File: config.mk
export PLATFORM = sky130hd
export DESIGN_NAME = matrix_multiply_engine
export DESIGN_NICKNAME = d
export VERILOG_FILES = /design/src/rtl/mme_pkg.sv /design/src/rtl/matrix_multiply_engine.sv /design/src/rtl/mme_store.sv /design/src/rtl/mme_mac.sv
export SDC_FILE = /design/constraint.sdc
export NUM_CORES = 2
export LEC_CHECK = 0
export BUFFER_PORTS_ARGS = -buffer_cell sky130_fd_sc_hd__buf_2
export CORE_ASPECT_RATIO = 1.1
export CORE_MARGIN = 2
export CORE_UTILIZATION = 41
export DETAILED_ROUTE_END_ITERATION = 10
export SLEW_MARGIN = 10
export SYNTH_ARGS = -nofsm -noshare
export SYNTH_HDL_FRONTEND = slang
export SYNTH_HIERARCHICAL = 1
export SYNTH_SLANG_ARGS = --single-unit
File: constraint.sdc
create_clock -name clock -period 8.2 [get_ports clock]
set_input_delay 1.23 -clock clock [delete_from_list [all_inputs] [get_ports clock]]
set_output_delay 1.23 -clock clock [all_outputs]
set_load 0.02 [all_outputs]
File: src/rtl/mme_pkg.sv
// Shared types and constants of the matrix multiply engine.
`default_nettype none

package mme_pkg;

   // Field widths fixed by the request and result formats
   localparam int ELEMENT_W   = 16;  // signed Q8.8 element
   localparam int PROD_W      = 32;  // Q8.8 x Q8.8 product, Q16.16
   localparam int SUM_W       = 36;  // sum of up to eight products, Q16.16
   localparam int OP_W        = 2;
   localparam int CFG_W       = 4;
   localparam int CSR_INDEX_W = 2;
   localparam int COORD_W     = 3;

   // Request operation codes
   localparam logic [OP_W-1:0] OP_LOAD_A  = 2'd0;
   localparam logic [OP_W-1:0] OP_LOAD_B  = 2'd1;
   localparam logic [OP_W-1:0] OP_COMPUTE = 2'd2;

   // Configuration register indexes
   localparam logic [CSR_INDEX_W-1:0] CSR_ROWS_A    = 2'd0;
   localparam logic [CSR_INDEX_W-1:0] CSR_INNER_DIM = 2'd1;
   localparam logic [CSR_INDEX_W-1:0] CSR_COLS_B    = 2'd2;

   // Tag that travels with one product term through the MAC
   typedef struct packed {
      logic valid;
      logic first;  // first term of a dot product
      logic last;   // last term of a dot product
   } mac_ctl_type;

endpackage

`default_nettype wire

File: src/rtl/matrix_multiply_engine.sv
// Top level of the matrix multiply engine: sequencer, operand loading, result register.
//
//   Port group | Direction | Handshake           | Carries
//   req_*      | in        | req_valid/req_stall | operation, element_value, load_end
//   rsp_*      | out       | rsp_valid/rsp_stall | product_value, out_row, out_col,
//              |           |                     | last_result
//   csr_*      | in        | csr_write           | csr_index, csr_data (size registers)
//
// Load requests can be accepted back to back while the engine is idle.
// A compute request walks every element of C: each element issues n terms
// into the one shared multiply-accumulate unit, then waits for memory read,
// multiply and accumulate before handing the sum to the result register.
// req_stall is high for the whole compute; rsp_stall holds the sequencer in
// its wait state. Reset is synchronous; operand memories are not cleared.
`default_nettype none

module matrix_multiply_engine #(
   parameter int MAX_DIM = 8
) (
   input  wire logic                                  clock,
   input  wire logic                                  reset,
   // configuration
   input  wire logic                                  csr_write,
   input  wire logic [mme_pkg::CSR_INDEX_W-1:0]       csr_index,
   input  wire logic [mme_pkg::CFG_W-1:0]             csr_data,
   // requests
   input  wire logic                                  req_valid,
   output logic                                       req_stall,
   input  wire logic [mme_pkg::OP_W-1:0]              req_operation,
   input  wire logic signed [mme_pkg::ELEMENT_W-1:0]  req_element_value,
   input  wire logic                                  req_load_end,
   // results
   output logic                                       rsp_valid,
   input  wire logic                                  rsp_stall,
   output logic signed [mme_pkg::SUM_W-1:0]           rsp_product_value,
   output logic [mme_pkg::COORD_W-1:0]                rsp_out_row,
   output logic [mme_pkg::COORD_W-1:0]                rsp_out_col,
   output logic                                       rsp_last_result
);

   localparam int DEPTH = MAX_DIM * MAX_DIM;
   localparam int AW    = $clog2(DEPTH);        // memory address
   localparam int PW    = $clog2(DEPTH + 1);    // load pointer, can reach DEPTH
   localparam int DW    = $clog2(MAX_DIM + 1);  // clamped dimension
   localparam int IW    = $clog2(MAX_DIM);      // row, column and term counters

   typedef enum logic [2:0] {
      ST_IDLE = 3'b001,
      ST_RUN  = 3'b010,
      ST_WAIT = 3'b100
   } seq_state_type;

   // ---------------------------------------------------------------
   // Size registers, clamped to 1..MAX_DIM
   // ---------------------------------------------------------------
   logic [mme_pkg::CFG_W-1:0] rows_a_ff, inner_dim_ff, cols_b_ff;
   logic [DW-1:0]             m_dim, n_dim, o_dim;

   function automatic logic [DW-1:0] clamp_dim(input logic [mme_pkg::CFG_W-1:0] v);
      logic [DW-1:0] r;
      if (v == '0) begin
         r = DW'(1);
      end else if (v > mme_pkg::CFG_W'(MAX_DIM)) begin
         r = DW'(MAX_DIM);
      end else begin
         r = DW'(v);
      end
      return r;
   endfunction

   assign m_dim = clamp_dim(rows_a_ff);
   assign n_dim = clamp_dim(inner_dim_ff);
   assign o_dim = clamp_dim(cols_b_ff);

   always_ff @(posedge clock) begin
      if (reset) begin
         rows_a_ff    <= mme_pkg::CFG_W'(8);
         inner_dim_ff <= mme_pkg::CFG_W'(8);
         cols_b_ff    <= mme_pkg::CFG_W'(8);
      end else if (csr_write) begin
         case (csr_index)
            mme_pkg::CSR_ROWS_A:    rows_a_ff    <= csr_data;
            mme_pkg::CSR_INNER_DIM: inner_dim_ff <= csr_data;
            mme_pkg::CSR_COLS_B:    cols_b_ff    <= csr_data;
            default: ;  // unmapped index: drop the write
         endcase
      end
   end

   // ---------------------------------------------------------------
   // Request acceptance and operand loading
   // ---------------------------------------------------------------
   seq_state_type state_ff, state_in;
   logic          req_accept;
   logic          load_a, load_b;
   logic          a_wr, b_wr;
   logic [PW-1:0] a_ptr_ff, a_ptr_in, b_ptr_ff, b_ptr_in;

   assign req_stall  = (state_ff != ST_IDLE);
   assign req_accept = req_valid && !req_stall;
   assign load_a     = req_accept && (req_operation == mme_pkg::OP_LOAD_A);
   assign load_b     = req_accept && (req_operation == mme_pkg::OP_LOAD_B);
   // drop writes once a pointer has run past the end of its store
   assign a_wr       = load_a && (a_ptr_ff < PW'(DEPTH));
   assign b_wr       = load_b && (b_ptr_ff < PW'(DEPTH));

   always_comb begin
      a_ptr_in = a_ptr_ff;
      b_ptr_in = b_ptr_ff;
      if (a_wr) begin
         a_ptr_in = a_ptr_ff + PW'(1);
      end
      if (load_a && req_load_end) begin
         a_ptr_in = '0;
      end
      if (b_wr) begin
         b_ptr_in = b_ptr_ff + PW'(1);
      end
      if (load_b && req_load_end) begin
         b_ptr_in = '0;
      end
   end

   // ---------------------------------------------------------------
   // Sequencer: walk i over rows, j over columns, k over terms
   // ---------------------------------------------------------------
   logic [IW-1:0] i_ff, i_in, j_ff, j_in, k_ff, k_in;
   logic [AW-1:0] a_base_ff, a_base_in;  // i * n
   logic [AW-1:0] a_addr_ff, a_addr_in;  // i * n + k
   logic [AW-1:0] b_addr_ff, b_addr_in;  // k * o + j
   logic          k_last, j_last, i_last;
   logic          issue;
   logic          take;
   logic          out_free;
   logic          sum_ready;
   logic signed [mme_pkg::SUM_W-1:0] sum;

   mme_pkg::mac_ctl_type issue_ctl, rd_ctl_ff;

   assign k_last   = (DW'(k_ff) + DW'(1)) == n_dim;
   assign j_last   = (DW'(j_ff) + DW'(1)) == o_dim;
   assign i_last   = (DW'(i_ff) + DW'(1)) == m_dim;
   assign issue    = (state_ff == ST_RUN);
   assign out_free = !rsp_valid || !rsp_stall;
   assign take     = (state_ff == ST_WAIT) && sum_ready && out_free;

   assign issue_ctl.valid = issue;
   assign issue_ctl.first = (k_ff == '0);
   assign issue_ctl.last  = k_last;

   always_comb begin
      state_in  = state_ff;
      i_in      = i_ff;
      j_in      = j_ff;
      k_in      = k_ff;
      a_base_in = a_base_ff;
      a_addr_in = a_addr_ff;
      b_addr_in = b_addr_ff;
      case (state_ff)
         ST_IDLE: begin
            if (req_accept && (req_operation == mme_pkg::OP_COMPUTE)) begin
               state_in  = ST_RUN;
               i_in      = '0;
               j_in      = '0;
               k_in      = '0;
               a_base_in = '0;
               a_addr_in = '0;
               b_addr_in = '0;
            end
         end
         ST_RUN: begin
            // issue one term per cycle; step down a column of B
            if (k_last) begin
               state_in = ST_WAIT;
            end else begin
               k_in      = k_ff + IW'(1);
               a_addr_in = a_addr_ff + AW'(1);
               b_addr_in = b_addr_ff + AW'(o_dim);
            end
         end
         ST_WAIT: begin
            // hold until the sum is done and the result register is free
            if (take) begin
               k_in = '0;
               if (j_last) begin
                  j_in      = '0;
                  b_addr_in = '0;
                  if (i_last) begin
                     state_in = ST_IDLE;
                  end else begin
                     state_in  = ST_RUN;
                     i_in      = i_ff + IW'(1);
                     a_base_in = a_base_ff + AW'(n_dim);
                     a_addr_in = a_base_ff + AW'(n_dim);
                  end
               end else begin
                  state_in  = ST_RUN;
                  j_in      = j_ff + IW'(1);
                  a_addr_in = a_base_ff;
                  b_addr_in = AW'(j_ff) + AW'(1);
               end
            end
         end
         default: begin
            state_in = ST_IDLE;
         end
      endcase
   end

   always_ff @(posedge clock) begin
      i_ff      <= i_in;
      j_ff      <= j_in;
      k_ff      <= k_in;
      a_base_ff <= a_base_in;
      a_addr_ff <= a_addr_in;
      b_addr_ff <= b_addr_in;
      if (reset) begin
         state_ff  <= ST_IDLE;
         a_ptr_ff  <= '0;
         b_ptr_ff  <= '0;
         rd_ctl_ff <= '0;
      end else begin
         state_ff  <= state_in;
         a_ptr_ff  <= a_ptr_in;
         b_ptr_ff  <= b_ptr_in;
         rd_ctl_ff <= issue_ctl;  // align the tag with the registered read data
      end
   end

   // ---------------------------------------------------------------
   // Operand memories and the shared multiply-accumulate unit
   // ---------------------------------------------------------------
   logic signed [mme_pkg::ELEMENT_W-1:0] a_data, b_data;

   mme_store #(
      .DEPTH (DEPTH),
      .AW    (AW)
   ) u_store_a (
      .clock   (clock),
      .wr_en   (a_wr),
      .wr_addr (a_ptr_ff[AW-1:0]),
      .wr_data (req_element_value),
      .rd_en   (issue),
      .rd_addr (a_addr_ff),
      .rd_data (a_data)
   );

   mme_store #(
      .DEPTH (DEPTH),
      .AW    (AW)
   ) u_store_b (
      .clock   (clock),
      .wr_en   (b_wr),
      .wr_addr (b_ptr_ff[AW-1:0]),
      .wr_data (req_element_value),
      .rd_en   (issue),
      .rd_addr (b_addr_ff),
      .rd_data (b_data)
   );

   mme_mac u_mac (
      .clock     (clock),
      .reset     (reset),
      .a_data    (a_data),
      .b_data    (b_data),
      .ctl       (rd_ctl_ff),
      .take      (take),
      .sum       (sum),
      .sum_ready (sum_ready)
   );

   // ---------------------------------------------------------------
   // Result register: load on take, drop valid once the result is taken
   // ---------------------------------------------------------------
   logic                             rsp_valid_ff, rsp_valid_in;
   logic signed [mme_pkg::SUM_W-1:0] rsp_product_value_ff;
   logic [mme_pkg::COORD_W-1:0]      rsp_out_row_ff, rsp_out_col_ff;
   logic                             rsp_last_result_ff;

   always_comb begin
      if (take) begin
         rsp_valid_in = 1'b1;
      end else if (!rsp_stall) begin
         rsp_valid_in = 1'b0;
      end else begin
         rsp_valid_in = rsp_valid_ff;
      end
   end

   always_ff @(posedge clock) begin
      if (take) begin
         rsp_product_value_ff <= sum;
         rsp_out_row_ff       <= mme_pkg::COORD_W'(i_ff);
         rsp_out_col_ff       <= mme_pkg::COORD_W'(j_ff);
         rsp_last_result_ff   <= i_last && j_last;
      end
      if (reset) begin
         rsp_valid_ff <= 1'b0;
      end else begin
         rsp_valid_ff <= rsp_valid_in;
      end
   end

   assign rsp_valid         = rsp_valid_ff;
   assign rsp_product_value = rsp_product_value_ff;
   assign rsp_out_row       = rsp_out_row_ff;
   assign rsp_out_col       = rsp_out_col_ff;
   assign rsp_last_result   = rsp_last_result_ff;

endmodule

`default_nettype wire

File: src/rtl/mme_store.sv
// One-write, one-read operand memory with registered read data.
`default_nettype none

module mme_store #(
   parameter int DEPTH = 64,
   parameter int AW    = 6
) (
   input  wire logic                               clock,
   input  wire logic                               wr_en,
   input  wire logic [AW-1:0]                      wr_addr,
   input  wire logic signed [mme_pkg::ELEMENT_W-1:0] wr_data,
   input  wire logic                               rd_en,
   input  wire logic [AW-1:0]                      rd_addr,
   output logic signed [mme_pkg::ELEMENT_W-1:0]    rd_data
);

   logic signed [mme_pkg::ELEMENT_W-1:0] mem_ff [DEPTH];
   logic signed [mme_pkg::ELEMENT_W-1:0] rd_data_ff;

   always_ff @(posedge clock) begin
      if (wr_en) begin
         mem_ff[wr_addr] <= wr_data;
      end
      if (rd_en) begin
         rd_data_ff <= mem_ff[rd_addr];
      end
   end

   assign rd_data = rd_data_ff;

endmodule

`default_nettype wire

File: src/rtl/mme_mac.sv
// Shared multiply-accumulate unit: registered multiply, then accumulate.
`default_nettype none

module mme_mac (
   input  wire logic                                 clock,
   input  wire logic                                 reset,
   input  wire logic signed [mme_pkg::ELEMENT_W-1:0] a_data,
   input  wire logic signed [mme_pkg::ELEMENT_W-1:0] b_data,
   input  wire mme_pkg::mac_ctl_type                 ctl,
   input  wire logic                                 take,
   output logic signed [mme_pkg::SUM_W-1:0]          sum,
   output logic                                      sum_ready
);

   localparam int EXT_W = mme_pkg::SUM_W - mme_pkg::PROD_W;

   logic signed [mme_pkg::PROD_W-1:0] prod_ff, prod_in;
   mme_pkg::mac_ctl_type              ctl_ff;
   logic signed [mme_pkg::SUM_W-1:0]  acc_ff, acc_in;
   logic signed [mme_pkg::SUM_W-1:0]  prod_ext;
   logic                              ready_ff, ready_in;

   assign prod_in  = mme_pkg::PROD_W'(a_data) * mme_pkg::PROD_W'(b_data);
   assign prod_ext = $signed({{EXT_W{prod_ff[mme_pkg::PROD_W-1]}}, prod_ff});

   always_comb begin
      acc_in   = acc_ff;
      ready_in = ready_ff;
      if (ctl_ff.valid) begin
         acc_in = ctl_ff.first ? prod_ext : acc_ff + prod_ext;
      end
      // hold the finished sum until the sequencer takes it
      if (ctl_ff.valid && ctl_ff.last) begin
         ready_in = 1'b1;
      end else if (take) begin
         ready_in = 1'b0;
      end
   end

   always_ff @(posedge clock) begin
      prod_ff <= prod_in;
      acc_ff  <= acc_in;
      if (reset) begin
         ctl_ff   <= '0;
         ready_ff <= 1'b0;
      end else begin
         ctl_ff   <= ctl;
         ready_ff <= ready_in;
      end
   end

   assign sum       = acc_ff;
   assign sum_ready = ready_ff;

endmodule

`default_nettype wire

==> impl_metrics.ini <==
[yosys]
synth_seq_cells = 2255
synth_top_area_cell = edfxtp_1
synth-edff-count = 2186
syn_nets = 5969
syn_avg_cell_area_um2 = 17.8
ys_types = 102
synth_top_area_share_pct = 66.4
seq_area_frac_synth_pct = 67.8
dominantRegCellSynth = edfxtp_1
synthTopCellsByArea = edfxtp_1 (66%), mux4_2 (10%), fa_1 (5.3%)
synthArstFlopShare_pct = 0
synth-warning-count = 6
syn_inst = 5543
synth_area_um2 = 98900

[timing]
finalHoldViolations = 0
fmax_mhz = 150
rsz0062_at_grt = false
drv_slew = 0
clock_skew_ns = 0.0409
maxSlewHeadroom_pct = 17.4
worst_pin_slew_ns = 1.24
setup_viol = 0
post-route-period-util_pct = 81.2
fin_setup_tns_ns = 0
min_period_ns = 6.66
setup_ws_ns = 1.54

[layout]
syn_to_final_growth_pct = 11.5
stdcell_area_um2 = 110000
final_cell_mix = edfxtp_1 (2186), mux4_2 (440), inv_1 (320), nand2_1 (311), fa_1 (264)
final_util_pct = 45.9
drive_gt1_share_pct = 19.0
nFillCells = 20200
final_common_cell = edfxtp_1
nNetsFinal = 6173

[route]
wl_met1_mm = 99.5
wl_met2_mm = 117
vias = 50600
wl_per_cell_um = 26.1
antenna_left = 0
first_pass_iters = 5
wl_met3_mm = 13.1
vias_per_cell = 5.57
wirelength_mm = 238
first_iter_violations = 4539
drc = 0
routed.top_layer = met5

[clocking]
cts_buffer_depth = 4
tritoncts = yes
clkTransAtPathRegs_ns = 0.06
cts_resized = 0
numCtsBuffers = 222
cts_setup_buffers = 0
clock_latency_ns = 0.87
postCtsHoldBufs = 0
clock_sinks = 2255
root_buffer = clkbuf_16
h-tree-depth = 4

[grt]
grt_pass1_vias = 51700
grtUsageTotal_pct = 19.2
grt_max_degree = 119
grt_pass1_wl_mm = 350
overflow = 0
grt_antenna_before_repair = 10

[worst_setup_path]
cp_max_fo = 16
start_kind = register
crit_path_end_kind = register
cp.arrival_ns = 7.42
critical_path_required_ns = 8.96
critical_path_class = register to register

[place]
gp_congestion = 0.888
hpwlAfterDp_mm = 147
portBuffers = 74
place_ws_ns = 1.52
dpl_cell_area_um2 = 103000

[floorplan]
coreArea_um2 = 240000
initial_core_util_pct = 41.1
die-area_um2 = 245000
boundaryPins = 75
dieWidth_um = 472
die_h_um = 519
rows = 189

[worst_hold_path]
min_path_type = register to register

[pwr]
p_leak_nw = 36.9
vdd_drop_max_v = 0.000672
power_density_nw_per_um2 = 412

[run_status]
status = finished clean

[run]
max_cap_violations = 0
cells by family after synthesis:
family	share of synthesized area (%)
and+or+nand+nor	5.05
xor gates and xnor gates	0.713
muxes	12.7
AOI/OAI and AO/OA	3.79
adders and majority gates	7.02
DFF	67.8
buffers and inverters	2.92
layer usage:
metal | track usage (%) | vias up
met5 | 0 | -
met4 | 6.59 | 2
met3 | 2.68 | 367
met2 | 31.7 | 1515
met1 | 26.1 | 26800
li1 | - | 21900
where the power goes:
group	switching, mW	total, mW	internal [mW]
sequential	0.286	13.6	13.3
clock	4.31	10.2	5.84
combinational	12.4	21.7	9.32
total	17.0	45.4	28.4
final timing paths:
check | start | endpoint | slack [ns] | cells past startpoint
hold / removal | rd_ctl_ff[0] | u_mac/ctl_ff[0] | 0.44 | 1
setup reg to reg | u_store_a/rd_data[6] | u_mac/prod_ff[31] | 1.54 | 21
hold reg to reg | rd_ctl_ff[0] | u_mac/ctl_ff[0] | 0.44 | 1
setup / recovery | u_store_a/rd_data[6] | u_mac/prod_ff[31] | 1.54 | 21
final cells by class:
class                           instances  area, um2  area share (%)
Antenna cell                            9       22.5          0.0204
Clock buffer                          274       5890            5.34
Clock inverter                        127       1300            1.18
Inverter                              322       1210            1.10
Multi-Input combinational cell       2702      29100            26.4
Sequential cell                      2255      67000            60.8
Tap cell                             3151       3940            3.57
Timing Repair Buffer                  244       1790            1.62
flip-flops by register name, indices dropped and copies added, names as in the netlist, 6 cells and up:
register,flops
a_ptr_ff,7
b_ptr_ff,7
b_addr_ff,6
a_base_ff,6
u_mac/sum,36
a_addr_ff,6
u_store_b/rd_data,16
u_store_a/mem_ff,1024
u_store_b/mem_ff,1024
u_store_a/rd_data,16
u_mac/prod_ff,32
rsp_product_value,36
stage by stage:
stage / total power [mW] / cells / hold WS, ns
2_1_floorplan: 30.4 / 5543 / 0.414
3_3_place_gp: 35.5 / 8674 / 0.421
3_5_place_dp: 35.7 / 8674 / 0.429
4_1_cts: 45.9 / 9075 / 0.446
5_1_grt: 48.7 / 9078 / 0.464
6_report: 45.4 / 9084 / 0.443
synthesized netlist by cell type, types with 69 or more instances:
cell      number
edfxtp_1    2186
mux4_2       440
inv_1        320
nand2_1      311
fa_1         264
nor2_1       251
mux2i_1      186
and2_1       137
ha_1         132
clkbuf_1     101
a21oi_1      100
a22oi_1       81
buf_2         74
nor2b_1       73
nand3_1       71
dfxtp_1       69
critical path: stages, from the launching register on:
cell       delay [ns]
edfxtp_1         0.62
and2_1           0.29
fa_1             0.54
inv_1            0.06
fa_1             0.50
fa_1             0.52
inv_1            0.05
fa_1             0.46
fa_1             0.54
inv_1            0.06
fa_1             0.53
inv_1            0.04
ha_1             0.36
a21o_1           0.22
a21o_1           0.17
a21oi_1          0.22
o221ai_1         0.20
o2111ai_1        0.34
a21oi_1          0.20
o41ai_2          0.38
nor2_1           0.09
a211oi_1         0.16
No activity file was read; power rests on OpenSTA's default activity.
